--- config.mk ---
export PLATFORM = sky130hd
export DESIGN_NAME = bba_ctrl
export DESIGN_NICKNAME = d
export VERILOG_FILES = /design/src/rtl/bitmap_block_allocator_unit_defines.svh /design/src/rtl/bba_pkg.sv /design/src/rtl/bba_ctrl.sv
export SDC_FILE = /design/constraint.sdc
export NUM_CORES = 1
export LEC_CHECK = 0
export BUFFER_PORTS_ARGS = -buffer_cell sky130_fd_sc_hd__buf_4
export CORE_AREA = 2 2 39 41
export DETAILED_ROUTE_END_ITERATION = 12
export DIE_AREA = 0 0 41 43
export PLACE_DENSITY_LB_ADDON = 0.08
export REMOVE_ABC_BUFFERS = 1
export SLEW_MARGIN = 20
export SYNTH_ARGS = -nofsm -noshare
export SYNTH_HDL_FRONTEND = slang
export SYNTH_SLANG_ARGS = --single-unit
--- constraint.sdc ---
create_clock -name clk -period 2.55 [get_ports clk]
set_input_delay 0.51 -clock clk [delete_from_list [all_inputs] [get_ports clk]]
set_output_delay 0.51 -clock clk [all_outputs]
set_load 0.05 [all_outputs]
--- src/rtl/bitmap_block_allocator_unit_defines.svh ---
// Assertion macros shared by the bitmap block allocator RTL.
// Depends on nothing; included by the modules that carry assertions.
`ifndef BITMAP_BLOCK_ALLOCATOR_UNIT_DEFINES_SVH
`define BITMAP_BLOCK_ALLOCATOR_UNIT_DEFINES_SVH

// Same-cycle implication, disabled while reset is asserted.
`define BBA_ASSERT_NOW(label, clk, rst_n, ante, cons) \
	label: assert property (@(posedge clk) disable iff (!rst_n) (ante) |-> (cons)) \
		else $error("bitmap allocator assertion failed");

// Next-cycle implication, disabled while reset is asserted.
`define BBA_ASSERT_NEXT(label, clk, rst_n, ante, cons) \
	label: assert property (@(posedge clk) disable iff (!rst_n) (ante) |=> (cons)) \
		else $error("bitmap allocator assertion failed");

`endif

--- src/rtl/bba_pkg.sv ---
// Package of the bitmap block allocator: sizes, request and status codes,
// and the command and status structs between controller and datapath.
package bba_pkg;

	localparam int WORD_COUNT = 64;
	localparam int BIT_W      = 6;
	localparam int WORD_BITS  = 1 << BIT_W;
	localparam int ADDR_W     = (WORD_COUNT > 1) ? $clog2(WORD_COUNT) : 1;
	localparam int REL_W      = ADDR_W + BIT_W;
	localparam int CAPACITY   = WORD_COUNT * WORD_BITS;
	localparam int NUM_W      = 16;
	localparam int CFG_IDX_W  = 2;

	localparam logic [CFG_IDX_W-1:0] REG_RANGE_LOW  = CFG_IDX_W'(0);
	localparam logic [CFG_IDX_W-1:0] REG_RANGE_HIGH = CFG_IDX_W'(1);

	typedef enum logic [1:0] {
		KIND_GET   = 2'd0,
		KIND_SET   = 2'd1,
		KIND_CLEAR = 2'd2,
		KIND_FIND  = 2'd3
	} kind_t;

	typedef enum logic [1:0] {
		STATUS_OK    = 2'd0,
		STATUS_RANGE = 2'd1,
		STATUS_FULL  = 2'd2
	} status_t;

	// Commands from the controller to the datapath.
	typedef struct packed {
		logic    load;
		logic    rd_value;
		logic    scan_start;
		logic    scan_next;
		logic    commit_access;
		logic    commit_find;
		logic    res_set;
		status_t res_code;
		logic    out_load;
	} cmd_t;

	// Status from the datapath to the controller.
	typedef struct packed {
		kind_t kind;
		logic  in_range;
		logic  find_empty;
		logic  hit;
		logic  last_word;
		logic  out_free;
	} sts_t;

endpackage

--- src/rtl/bba_ctrl.sv ---
// Controller of the bitmap block allocator: sequences one request at a time.
// Depends on bba_pkg for the command and status structs.
module bba_ctrl import bba_pkg::*; (
	input  logic clk,
	input  logic arst_n,
	input  logic req_valid,
	output logic req_ready,
	input  sts_t sts,
	output cmd_t cmd
);

	typedef enum logic [2:0] {
		ST_IDLE,
		ST_DECODE,
		ST_ACCESS,
		ST_SCAN,
		ST_RESP
	} state_t;

	state_t state_q;
	state_t state_d;

	assign req_ready = (state_q == ST_IDLE);

	// Next state and commands.
	always_comb begin
		cmd      = '0;
		cmd.res_code = STATUS_OK;
		state_d  = state_q;
		case (state_q)
			ST_IDLE: begin
				if (req_valid) begin
					cmd.load = 1'b1;
					state_d  = ST_DECODE;
				end
			end
			ST_DECODE: begin
				if (sts.kind == KIND_FIND) begin
					if (sts.find_empty) begin
						cmd.res_set  = 1'b1;
						cmd.res_code = STATUS_FULL;
						state_d      = ST_RESP;
					end else begin
						cmd.scan_start = 1'b1;
						state_d        = ST_SCAN;
					end
				end else if (!sts.in_range) begin
					cmd.res_set  = 1'b1;
					cmd.res_code = STATUS_RANGE;
					state_d      = ST_RESP;
				end else begin
					cmd.rd_value = 1'b1;
					state_d      = ST_ACCESS;
				end
			end
			ST_ACCESS: begin
				cmd.commit_access = 1'b1;
				state_d           = ST_RESP;
			end
			ST_SCAN: begin
				if (sts.hit) begin
					cmd.commit_find = 1'b1;
					state_d         = ST_RESP;
				end else if (sts.last_word) begin
					cmd.res_set  = 1'b1;
					cmd.res_code = STATUS_FULL;
					state_d      = ST_RESP;
				end else begin
					cmd.scan_next = 1'b1;
				end
			end
			ST_RESP: begin
				if (sts.out_free) begin
					cmd.out_load = 1'b1;
					state_d      = ST_IDLE;
				end
			end
			default: begin
				state_d = ST_IDLE;
			end
		endcase
	end

	// State register.
	always_ff @(posedge clk or negedge arst_n) begin
		if (!arst_n) begin
			state_q <= ST_IDLE;
		end else begin
			state_q <= state_d;
		end
	end

endmodule

==> impl_metrics.toml <==
[timing]
period_share_pct = 79.5
slew_violations = 0
setup_viol = 0
skew_ns = 0.00291
worst_slew_pin_slew_ns = 0.396
fmax_mhz = 493
setup_tns_ns = 0
finalHoldViolCount = 0
period_minus_slack_ns = 2.03
relSlewSlack_pct = 73.6
setup_ws_ns = 0.523
rsz0062_at_grt = "no"

[routing]
vias = 358
viasPerCell = 4.59
drc_errors = 0
drt_iter0_markers = 6
antenna_left = 0
drt_wl_total_um = 843
routedWlPerCell_um = 10.8
firstDrtPassIters = 2

[global_routing]
grt_pass1_wl_mm = 1.38
grt_pass1_vias = 360
grt_usage_pct = 11.5
overflow = 0
antenna_found_initial = 0
grt_max_degree = 14

[logic_synthesis]
ys_dominant_reg_cell = "dfrtp_1"
ys_async_sr_fraction_pct = 100
yosysTopAreaCellShare_pct = 26.4
synth.yosys.warnings = 0
synth_cells = 39
synth_common_cells = "6 x nor2_1, 4 x nor3_1, 3 x dfrtp_1, 3 x inv_1, 3 x nand2_1"
synth.area.top_cells = "dfrtp_1 26%, nor2_1 7.9%, nor3_1 7.0%"
synth_top_cell_by_area = "dfrtp_1"
synth_edf_count = 0
synth_area_per_cell_sq_um = 7.28
synth_seq_cells = 3
syn-cell-area_sq_um = 284
synth.most_common_cell = "nor2_1"
yosysSeqAreaShare_pct = 26.4
synthDistinctLibCells = 21

[place]
placed_area_sq_um = 450
dp.cells = 74
preCtsSetupSlack_ns = 0.593
hpwl_um = 666
gp_congestion = 0.647
portBuffers = 20

[floorplanning]
ios = 21
die_area_sq_mm = 0.00176
rows = 14
die_x_um = 41
core-area_sq_mm = 0.00138
chipHeight_um = 43
start_util_pct = 20.5

[finish]
antenna_cells = 0
largest_reg_flops = 3
syn_to_final_growth_pct = 67.8
stdcell_area_sq_um = 477
top_register = "state_q"
stdcell_count = 78
layout-drive-gt1-share_pct = 40.3
fin_util_pct = 34.4
reg_top3 = "state_q x3"
nets = 73

[worst_setup_path]
reg2reg_slack_ns = 1.25
cp-end-kind = "output port"
r2r.worst_path.cells = 3
cp.arrival_ns = 1.52
r2r_end = "state_q[2]"
path_cells = "or3_1 -> a21oi_1 -> buf_4"
critPathLaunchType = "flop"
worst_path_largest_cell_delay_ns = 0.51
crit_cells = 3
crit_path_max_fanout = 13
required_ns = 2.04
crit_slowest_cell = "dfrtp_1"
rr_startpoint = "state_q[0]"
cp_top_family = "flip-flops"
cp-endpoint = "cmd[3]"
startpoint = "state_q[1]"
critPathBufInv = 1
critPathKind = "reg2out"

[clock_tree]
cts_sinks = 3
clock_latency_ns = 0.23
clockBufferDepth = 2
clk_pin_slew_ns = 0.04
cts_made_buffers = 3
h-tree-depth = 1
post_cts_buffers = 0
cts_tree = "yes"
ctsHoldBuffers = 0
cts-resized-gates = 0
cts_root_buffer = "clkbuf_4"

[pwr]
power_density_mw_per_mm2 = 1070
p_leak_nw = 0.226
ir_drop_v = 0.000290

[hold_path]
hp-class = "in2async"

[outcome]
status = "completed"

[job]
maxCapViolCount = 0
==> through the flow <==
| step | hold WS (ns) | power, mW |
|---|---|---|
| floorplan | 0.214 | 0.330 |
| global placement | 0.301 | 0.434 |
| detailed placement | 0.301 | 0.430 |
| CTS | 0.0544 | 0.517 |
| global route | 0.0541 | 0.545 |
| finish | 0.0591 | 0.509 |
==> power by group <==
group | internal, mW | leakage (nW) | switching (mW)
Sequential | 0.0655 | 0.0391 | 0.0414
Combinational | 0.109 | 0.172 | 0.211
Clock | 0.0586 | 0.0150 | 0.0235
==> worst register-to-register path, cell delays in order, from the launching register on <==
cell and delay [ns]:
dfrtp_1 0.46, or3b_1 0.44, a31oi_1 0.19, o21ai_1 0.09
==> logic make-up after synthesis <==
family	synth area share, %
AOI/OAI and AO/OA	26.4
buffers and inverters	5.28
and+or+nand+nor	41.9
DFF	26.4
==> cell type report <==
| class | instances | area, sq um |
|---|---|---|
| Fill cell | 160 | 907 |
| Multi-Input combinational cell | 32 | 194 |
| Timing Repair Buffer | 20 | 150 |
| Sequential cell | 3 | 75.1 |
| Clock buffer | 4 | 26.3 |
| Tap cell | 16 | 20.0 |
| Inverter | 3 | 11.3 |
==> per-layer routing <==
layer	up-vias	routed length [um]	global-route usage, %
li1	186	-	-
met2	12	444	18.1
met4	0	0	10.0
met5	-	0	0
met3	0	50	0
met1	160	349	13.4
==> cells in the final DEF, fill, tap and decap left out, types with 2 or more instances in the layout <==
| cell | count |
|---|---|
| buf_4 | 20 |
| o21a_1 | 2 |
| dfrtp_1 | 3 |
| clkbuf_4 | 3 |
| or3_1 | 2 |
| nor2_1 | 6 |
| inv_1 | 3 |
| nor3_1 | 4 |
| nor4b_1 | 2 |
| nand2_1 | 3 |
| a21oi_1 | 2 |
==> worst min-delay path by stage <==
stage                     startpoint    endpoint  slack [ns]  depth (start not counted)
after detailed placement      arst_n  state_q[0]        0.30                          1
after CTS                     arst_n  state_q[0]        0.05                          1
after global routing          arst_n  state_q[0]        0.05                          1
final                         arst_n  state_q[0]        0.06                          1
after global placement        arst_n  state_q[0]        0.30                          1
after floorplan               arst_n  state_q[0]        0.21                          0
Power figures use the tool's default switching activity.
