**config.mk**
```make
export PLATFORM = sky130hd
export DESIGN_NAME = bba_datapath
export DESIGN_NICKNAME = d
export VERILOG_FILES = /design/src/rtl/bba_pkg.sv /design/src/rtl/bba_ram.sv /design/src/rtl/bba_datapath.sv
export VERILOG_INCLUDE_DIRS = /design/src /design/src/rtl
export SDC_FILE = /design/constraint.sdc
export NUM_CORES = 2
export LEC_CHECK = 0
export BUFFER_PORTS_ARGS = -buffer_cell sky130_fd_sc_hd__buf_4
export CAP_MARGIN = 20
export CORE_MARGIN = 2
export CORE_UTILIZATION = 49
export CTS_BUF_LIST = sky130_fd_sc_hd__clkbuf_8
export CTS_CLUSTER_SIZE = 28
export DETAILED_ROUTE_END_ITERATION = 8
export HOLD_SLACK_MARGIN = 0.03
export PLACE_DENSITY_LB_ADDON = 0.25
export SYNTH_ARGS = -nofsm -noshare
export SYNTH_HDL_FRONTEND = slang
export SYNTH_SLANG_ARGS = --single-unit
```
**constraint.sdc**
```tcl
create_clock -name clk -period 9.6 [get_ports clk]
set_input_delay 0.48 -clock clk [delete_from_list [all_inputs] [get_ports clk]]
set_output_delay 0.48 -clock clk [all_outputs]
set_load 0.01 [all_outputs]
```
**src/rtl/bitmap_block_allocator_unit_defines.svh**
```systemverilog
// Assertion macros shared by the bitmap block allocator RTL.
// Depends on nothing; included by the modules that carry assertions.
`ifndef BITMAP_BLOCK_ALLOCATOR_UNIT_DEFINES_SVH
`define BITMAP_BLOCK_ALLOCATOR_UNIT_DEFINES_SVH

// Same-cycle implication, disabled while reset is asserted.
`define BBA_ASSERT_NOW(label, clk, rst_n, ante, cons) \
	label: assert property (@(posedge clk) disable iff (!rst_n) (ante) |-> (cons)) \
		else $error("bitmap allocator assertion failed");

// Next-cycle implication, disabled while reset is asserted.
`define BBA_ASSERT_NEXT(label, clk, rst_n, ante, cons) \
	label: assert property (@(posedge clk) disable iff (!rst_n) (ante) |=> (cons)) \
		else $error("bitmap allocator assertion failed");

`endif

```
**src/rtl/bba_pkg.sv**
```systemverilog
// Package of the bitmap block allocator: sizes, request and status codes,
// and the command and status structs between controller and datapath.
package bba_pkg;

	localparam int WORD_COUNT = 64;
	localparam int BIT_W      = 6;
	localparam int WORD_BITS  = 1 << BIT_W;
	localparam int ADDR_W     = (WORD_COUNT > 1) ? $clog2(WORD_COUNT) : 1;
	localparam int REL_W      = ADDR_W + BIT_W;
	localparam int CAPACITY   = WORD_COUNT * WORD_BITS;
	localparam int NUM_W      = 16;
	localparam int CFG_IDX_W  = 2;

	localparam logic [CFG_IDX_W-1:0] REG_RANGE_LOW  = CFG_IDX_W'(0);
	localparam logic [CFG_IDX_W-1:0] REG_RANGE_HIGH = CFG_IDX_W'(1);

	typedef enum logic [1:0] {
		KIND_GET   = 2'd0,
		KIND_SET   = 2'd1,
		KIND_CLEAR = 2'd2,
		KIND_FIND  = 2'd3
	} kind_t;

	typedef enum logic [1:0] {
		STATUS_OK    = 2'd0,
		STATUS_RANGE = 2'd1,
		STATUS_FULL  = 2'd2
	} status_t;

	// Commands from the controller to the datapath.
	typedef struct packed {
		logic    load;
		logic    rd_value;
		logic    scan_start;
		logic    scan_next;
		logic    commit_access;
		logic    commit_find;
		logic    res_set;
		status_t res_code;
		logic    out_load;
	} cmd_t;

	// Status from the datapath to the controller.
	typedef struct packed {
		kind_t kind;
		logic  in_range;
		logic  find_empty;
		logic  hit;
		logic  last_word;
		logic  out_free;
	} sts_t;

endpackage

```
**src/rtl/bba_ram.sv**
```systemverilog
// Generic single-write, single-read RAM with a registered read port.
// Depends on nothing.
module bba_ram #(
	parameter int WIDTH = 64,
	parameter int DEPTH = 64
) (
	input  logic                     clk,
	input  logic                     wr_en,
	input  logic [$clog2(DEPTH)-1:0] wr_addr,
	input  logic [WIDTH-1:0]         wr_data,
	input  logic                     rd_en,
	input  logic [$clog2(DEPTH)-1:0] rd_addr,
	output logic [WIDTH-1:0]         rd_data
);

	logic [WIDTH-1:0] mem_q [DEPTH];

	// Write port and registered read port.
	always_ff @(posedge clk) begin
		if (wr_en) begin
			mem_q[wr_addr] <= wr_data;
		end
		if (rd_en) begin
			rd_data <= mem_q[rd_addr];
		end
	end

endmodule

```
**src/rtl/bba_datapath.sv**
```systemverilog
// Datapath of the bitmap block allocator: range registers, bitmap RAM with
// valid bits, search cursor, word scan and the result register.
// Depends on bba_pkg, bba_ram and the assertion macro header.
`include "bitmap_block_allocator_unit_defines.svh"

module bba_datapath import bba_pkg::*; (
	input  logic                 clk,
	input  logic                 arst_n,
	input  logic                 cfg_wr_en,
	input  logic [CFG_IDX_W-1:0] cfg_index,
	input  logic [NUM_W-1:0]     cfg_data,
	input  logic [1:0]           req_kind,
	input  logic [NUM_W-1:0]     req_value,
	input  cmd_t                 cmd,
	output sts_t                 sts,
	output logic                 out_valid,
	input  logic                 out_ready,
	output logic                 out_bit,
	output logic [NUM_W-1:0]     out_found,
	output logic [1:0]           out_status
);

	logic [NUM_W-1:0]     low_q;
	logic [NUM_W-1:0]     high_q;
	kind_t                kind_q;
	logic [NUM_W-1:0]     value_q;
	logic [ADDR_W-1:0]    cursor_q;
	logic [ADDR_W-1:0]    scan_q;
	logic                 valid_q [WORD_COUNT];
	logic                 rd_vld_q;
	logic                 res_bit_q;
	logic [NUM_W-1:0]     res_found_q;
	status_t              res_status_q;
	logic                 out_valid_q;
	logic                 out_bit_q;
	logic [NUM_W-1:0]     out_found_q;
	status_t              out_status_q;

	logic [NUM_W:0]       limit;
	logic [NUM_W:0]       top_ext;
	logic [NUM_W-1:0]     top;
	logic [NUM_W-1:0]     top_rel_full;
	logic [REL_W-1:0]     top_rel;
	logic [ADDR_W-1:0]    last_word;
	logic [NUM_W-1:0]     x_rel_full;
	logic [ADDR_W-1:0]    acc_word;
	logic [BIT_W-1:0]     acc_bit;
	logic [WORD_BITS-1:0] acc_mask;
	logic                 ram_rd_en;
	logic [ADDR_W-1:0]    ram_rd_addr;
	logic [WORD_BITS-1:0] ram_rd_data;
	logic                 ram_wr_en;
	logic [WORD_BITS-1:0] ram_wr_data;
	logic [WORD_BITS-1:0] word;
	logic [WORD_BITS-1:0] free_bits;
	logic                 hit;
	logic [BIT_W-1:0]     hit_bit;
	logic [NUM_W:0]       found_sum;

	// Tracked range: range_high clipped to the bitmap capacity.
	always_comb begin
		limit        = {1'b0, low_q} + (NUM_W+1)'(CAPACITY - 1);
		top_ext      = ({1'b0, high_q} < limit) ? {1'b0, high_q} : limit;
		top          = top_ext[NUM_W-1:0];
		top_rel_full = top - low_q;
		top_rel      = top_rel_full[REL_W-1:0];
		last_word    = top_rel[REL_W-1:BIT_W];
		x_rel_full   = value_q - low_q;
		acc_word     = x_rel_full[REL_W-1:BIT_W];
		acc_bit      = x_rel_full[BIT_W-1:0];
		acc_mask     = WORD_BITS'(1) << acc_bit;
	end

	// Word as read; an entry never written reads as all free.
	assign word = rd_vld_q ? ram_rd_data : '0;

	// Free bits of the scanned word, cut at the top of the range, and the
	// lowest of them.
	always_comb begin
		hit     = 1'b0;
		hit_bit = '0;
		for (int b = 0; b < WORD_BITS; b++) begin
			free_bits[b] = !word[b] &&
				((scan_q != last_word) || (BIT_W'(b) <= top_rel[BIT_W-1:0]));
		end
		for (int b = WORD_BITS - 1; b >= 0; b--) begin
			if (free_bits[b]) begin
				hit     = 1'b1;
				hit_bit = BIT_W'(b);
			end
		end
		found_sum = {1'b0, low_q} + (NUM_W+1)'({scan_q, hit_bit});
	end

	// Status towards the controller.
	always_comb begin
		sts.kind       = kind_q;
		sts.in_range   = (value_q >= low_q) && (value_q <= top);
		sts.find_empty = (low_q > high_q) || (cursor_q > last_word);
		sts.hit        = hit;
		sts.last_word  = (scan_q == last_word);
		sts.out_free   = !out_valid_q || out_ready;
	end

	// RAM port control.
	always_comb begin
		ram_rd_en   = cmd.rd_value || cmd.scan_start || cmd.scan_next;
		ram_rd_addr = cmd.rd_value ? acc_word :
			(cmd.scan_start ? cursor_q : scan_q + ADDR_W'(1));
		ram_wr_en   = cmd.commit_access &&
			((kind_q == KIND_SET) || (kind_q == KIND_CLEAR));
		ram_wr_data = (kind_q == KIND_SET) ? (word | acc_mask) : (word & ~acc_mask);
	end

	bba_ram #(
		.WIDTH(WORD_BITS),
		.DEPTH(WORD_COUNT)
	) u_ram (
		.clk    (clk),
		.wr_en  (ram_wr_en),
		.wr_addr(acc_word),
		.wr_data(ram_wr_data),
		.rd_en  (ram_rd_en),
		.rd_addr(ram_rd_addr),
		.rd_data(ram_rd_data)
	);

	// Configuration registers, valid bits, cursor and output flag.
	always_ff @(posedge clk or negedge arst_n) begin
		if (!arst_n) begin
			low_q       <= '0;
			high_q      <= NUM_W'(4095);
			cursor_q    <= '0;
			out_valid_q <= 1'b0;
			for (int w = 0; w < WORD_COUNT; w++) begin
				valid_q[w] <= 1'b0;
			end
		end else begin
			if (cfg_wr_en && (cfg_index == REG_RANGE_LOW)) begin
				low_q <= cfg_data;
			end
			if (cfg_wr_en && (cfg_index == REG_RANGE_HIGH)) begin
				high_q <= cfg_data;
			end
			if (ram_wr_en) begin
				valid_q[acc_word] <= 1'b1;
			end
			if (cmd.commit_access && (kind_q == KIND_CLEAR) && (cursor_q > acc_word)) begin
				cursor_q <= acc_word;
			end else if (cmd.commit_find) begin
				cursor_q <= scan_q;
			end
			if (cmd.out_load) begin
				out_valid_q <= 1'b1;
			end else if (out_ready) begin
				out_valid_q <= 1'b0;
			end
		end
	end

	// Request, scan and result payload registers.
	always_ff @(posedge clk) begin
		if (cmd.load) begin
			kind_q  <= kind_t'(req_kind);
			value_q <= req_value;
		end
		if (ram_rd_en) begin
			rd_vld_q <= valid_q[ram_rd_addr];
		end
		if (cmd.scan_start) begin
			scan_q <= cursor_q;
		end else if (cmd.scan_next) begin
			scan_q <= scan_q + ADDR_W'(1);
		end
		if (cmd.res_set) begin
			res_bit_q    <= 1'b0;
			res_found_q  <= '0;
			res_status_q <= cmd.res_code;
		end else if (cmd.commit_access) begin
			res_bit_q    <= (kind_q == KIND_GET) ? ((word & acc_mask) != '0) : 1'b0;
			res_found_q  <= '0;
			res_status_q <= STATUS_OK;
		end else if (cmd.commit_find) begin
			res_bit_q    <= 1'b0;
			res_found_q  <= found_sum[NUM_W-1:0];
			res_status_q <= STATUS_OK;
		end
		if (cmd.out_load) begin
			out_bit_q    <= res_bit_q;
			out_found_q  <= res_found_q;
			out_status_q <= res_status_q;
		end
	end

	assign out_valid  = out_valid_q;
	assign out_bit    = out_bit_q;
	assign out_found  = out_found_q;
	assign out_status = out_status_q;

	// A waiting result is never overwritten.
	`BBA_ASSERT_NOW(a_no_overwrite, clk, arst_n, cmd.out_load, !out_valid_q || out_ready)
	// The scan only moves on past a word without a free number below the top.
	`BBA_ASSERT_NOW(a_scan_next_ok, clk, arst_n, cmd.scan_next,
		!hit && (scan_q != last_word))
	// A clear never leaves the cursor beyond the freed word.
	`BBA_ASSERT_NEXT(a_clear_cursor, clk, arst_n,
		cmd.commit_access && (kind_q == KIND_CLEAR), cursor_q <= $past(acc_word))
	// A full report carries no number.
	`BBA_ASSERT_NOW(a_full_clean, clk, arst_n,
		out_valid_q && (out_status_q == STATUS_FULL), (out_found_q == '0) && !out_bit_q)

endmodule

```
==> results.py <==
metrics = {
    "critical_path": {
        "crit_end": "res_found_q[15]$_SDFFE_PP0P_",
        "cp_max_fo": 5,
        "reg2reg_from": "low_q[7]$_DFFE_PN0P_",
        "worst_setup_path_end_kind": "flop",
        "startpoint_type": "flop",
        "worstSetupStartpoint": "low_q[7]$_DFFE_PN0P_",
        "rr_endpoint": "res_found_q[15]$_SDFFE_PP0P_",
        "critPathRequiredTime_ps": 10760,
        "critical_path.max_stage_delay_ps": 540,
        "cp.arrival_ps": 10420,
        "cp_slowest_cell": "or4_4",
        "reg2reg_slack_ps": 330,
        "ff2ff_path_depth": 44,
        "crit_type": "flop to flop",
    },
    "place": {
        "hpwlAfterDp_um": 278000,
        "globalplace.congestion": 0.942,
        "dp_worst_setup_slack_ps": -716,
        "portBuffers": 76,
    },
    "yosys": {
        "syn-num-nets": 8860,
        "synth-edff-count": 4206,
        "synth-main-ff-cell": "edfxtp_1",
        "synthArstFlopShare_pct": 2.38,
        "yosysSeqAreaShare_pct": 74.6,
        "synthCells": 8703,
        "syn_area_um2": 173000,
        "yosys_warnings": 0,
        "synth_area_per_cell_um2": 19.9,
        "synth_cell_types": 92,
        "ys_ff_latch": 4326,
    },
    "power": {
        "power_frac_clock_pct": 24.5,
        "p_seq_share_pct": 39.8,
        "p_leak_nw": 66.5,
        "p_sw_mw": 20.7,
        "ir_drop_mv": 0.250,
        "power_per_cell_area_nw_per_um2": 300,
        "p_comb_share_pct": 35.7,
        "swShare_pct": 35.0,
        "p_int_mw": 38.5,
    },
    "floorplan": {
        "initial_utilization_pct": 49.2,
        "boundaryPins": 77,
        "die-area_um2": 358000,
        "rows": 218,
        "core_region_area_um2": 352000,
        "die_height_um": 598,
        "dieWidth_um": 598,
    },
    "route": {
        "antenna_left": 0,
        "firstDrtPassIters": 6,
        "vias_per_cell": 6.29,
        "wl_per_cell_um": 34.6,
        "drc": 0,
        "num_vias": 93700,
        "wirelength_um": 515000,
        "drtIter0Drc": 13200,
    },
    "sta": {
        "fin_crit_sh_pct": 96.5,
        "worstMarginPinSlew_ps": 1200,
        "clock_skew_ps": 110,
        "setup_ws_ps": 335,
        "slew_violations": 0,
        "fmax_mhz": 108,
        "max_slew_margin_pct": 19.8,
        "min_period_ps": 9270,
        "hold_violations": 0,
        "setup_viol_count_final": 0,
        "hold-worst-slack_ps": 152,
    },
    "clock_network": {
        "cts_tree": "built",
        "cts_root_buf": "clkbuf_8",
        "path_clk_slew_ps": 60,
        "cts-htree-levels": 6,
        "cts_buffer_depth": 4,
        "insertion_delay_ps": 1280,
        "numCtsBuffers": 681,
        "cts_sinks": 4326,
    },
    "global_route": {
        "grt_use_total_pct": 28.4,
        "grt_antenna_before_repair": 19,
        "grt_overflow": 0,
        "grt_pass1_vias": 94100,
        "grt_max_degree": 118,
        "grt_pass1_wl_um": 715000,
    },
    "layout": {
        "area_delta_synth_final_pct": 14.1,
        "nNetsFinal": 9771,
        "nFillCells": 26500,
        "drive_above_1_share_pct": 27.4,
        "postLayoutCoreUtil_pct": 56.1,
    },
    "worst_hold_path": {
        "hold_class": "input pin to flop",
    },
    "outcome": {
        "status": "finished, final reports clean",
    },
    "job": {
        "cap_violations": 0,
    },
}
## Yosys cell counts (7+ instances only)
cell type  number  area, um^2
o211ai_1       26         195
or3_1           9        56.3
o21bai_1        7        52.6
dfrtp_1        91        2280
o31a_1          7        61.3
dfstp_2        12         315
or2_2          71         444
a311oi_1       67         587
edfxtp_1     4206      126000
a31o_2         41         359
a32oi_1         7        61.3
buf_1         119         447
a21boi_0        7        52.6
mux4_2       1040       23400
mux2i_1       416        4160
nand4_1        15        93.8
o21a_1         26         195
o21ai_0       102         510
nor3_1         26         130
o31ai_1         9        67.6
clkbuf_1      327        1230
a21oi_1       219        1100
nand2b_1       25         156
a21o_1         16         120
buf_2          34         170
o22ai_1         8        50.1
dfxtp_1        17         340
a211oi_1      143        1070
xor2_1         15         131
a22oi_1        19         143
ha_1          104        1300
nor2_1        191         717
mux2_2         34         383
nand3_1       105         526
a31oi_1        79         494
nand2_1       630        2360
xnor2_1        33         289
and3_1          9        56.3
and2_1        144         901
inv_1          85         319
nor2b_1        22         138
o221ai_1       22         193
## cell usage in the layout, fill, tap and decap left out, types with 101 or more instances in the layout
master / n
nand2_1: 625
mux2i_1: 412
buf_12: 104
ha_1: 101
mux4_2: 1040
and2_1: 144
buf_4: 507
inv_1: 345
edfxtp_1: 4206
clkbuf_8: 696
clkinv_1: 147
a211oi_1: 141
a21oi_1: 209
nor2_1: 121
nand3_1: 103
## worst min path at each step
| stage | cells after the start | end | from | slack [ps] |
|---|---|---|---|---|
| 6_report | 4 | low_q[6]$_DFFE_PN0P_ | cfg_data[6] | 150 |
| 4_1_cts | 2 | out_found[4]$_DFFE_PP_ | cmd[0] | 50 |
| 3_3_place_gp | 0 | out_status[1]$_DFFE_PP_ | res_status_q[1]$_SDFFCE_PN0P_ | 410 |
| 5_1_grt | 4 | low_q[6]$_DFFE_PN0P_ | cfg_data[6] | 90 |
| 3_5_place_dp | 0 | out_status[0]$_DFFE_PP_ | res_status_q[0]$_SDFFCE_PN0P_ | 400 |
| 2_1_floorplan | 0 | cursor_q[0]$_DFFE_PN0P_ | arst_n | 180 |
## metrics by stage
stage	total power [mW]	std cells	cell area, um^2	TNS, ps
finish	59.2	14900	198000	0
global route	61.5	14900	198000	-84.2
CTS	59.1	14800	196000	0
detailed placement	44.5	13500	183000	-3810
global placement	44.4	13500	183000	-3620
floorplan	36.6	8703	173000	0
## sequential cells by signal (all words and copies together), names as in the netlist
register	flops
res_status_q	2
valid_q	64
out_found	16
out_status	2
kind_q	2
rd_vld_q	1
cursor_q	6
out_valid	1
high_q	16
res_bit_q	1
scan_q	6
out_bit	1
value_q	16
low_q	16
res_found_q	16
u_ram.mem_q	4096
u_ram.rd_data	64
## critical path, delay by kind of cell, from the launching register on
kind | cells | cell delay [ps]
and+or+nand+nor | 11 | 2080
AOI/OAI and AO/OA | 23 | 4540
DFF | 1 | 370
xor gates and xnor gates | 3 | 580
adders and majority gates | 3 | 940
buffers and inverters | 4 | 660
## kinds of logic (layout without fill, tap and decap cells)
| family | after synthesis | count (layout) | share of synthesized area [%] |
|---|---|---|---|
| compound gates | 866 | 867 | 3.39 |
| xor+xnor | 52 | 52 | 0.298 |
| fa+ha+maj | 107 | 107 | 0.786 |
| buf+inv | 570 | 2021 | 1.27 |
| flops | 4326 | 4326 | 74.6 |
| mux | 1491 | 1491 | 16.2 |
| other cells | 0 | 9 | 0 |
| simple gates | 1291 | 1291 | 3.43 |
## final cells by class
cell class	count	area, um^2	share of cell area [%]
tap	4730	5920	3.00
inverter	86	323	0.163
sequential	4326	129000	65.4
clock inverter	528	2930	1.48
timing repair buffer	711	6910	3.50
clock buffer	696	9580	4.85
multi-input combinational	3808	42700	21.6
antenna	9	22.5	0.0114
## per-layer routing
layer | vias up | wire length, um | track usage [%]
met5 | - | 26 | 0
met4 | 4 | 14400 | 7.78
met3 | 776 | 50100 | 5.17
met2 | 5249 | 242000 | 44.7
met1 | 49900 | 208000 | 41.2
li1 | 37800 | - | -
## power by group through the flow
stage	clock network [mW]	logic [mW]	registers (mW)
after floorplan	0	13.0	23.6
after global placement	0	20.4	23.9
after detailed placement	0	20.6	24.0
after CTS	14.7	20.7	23.6
after global routing	15.5	22.4	23.6
final	14.5	21.1	23.6
## timing repair
item / CTS / global route
resized for setup: 22 / 66
hold buffers: 100 / 0
setup buffers: 2 / 9
gates cloned: 0 / 1
setup endpoints to repair: 9 / 9
pin swaps: 4 / 31
hold endpoints to repair: 241 / 0
Note: power is estimated with default switching activity, not from simulation.
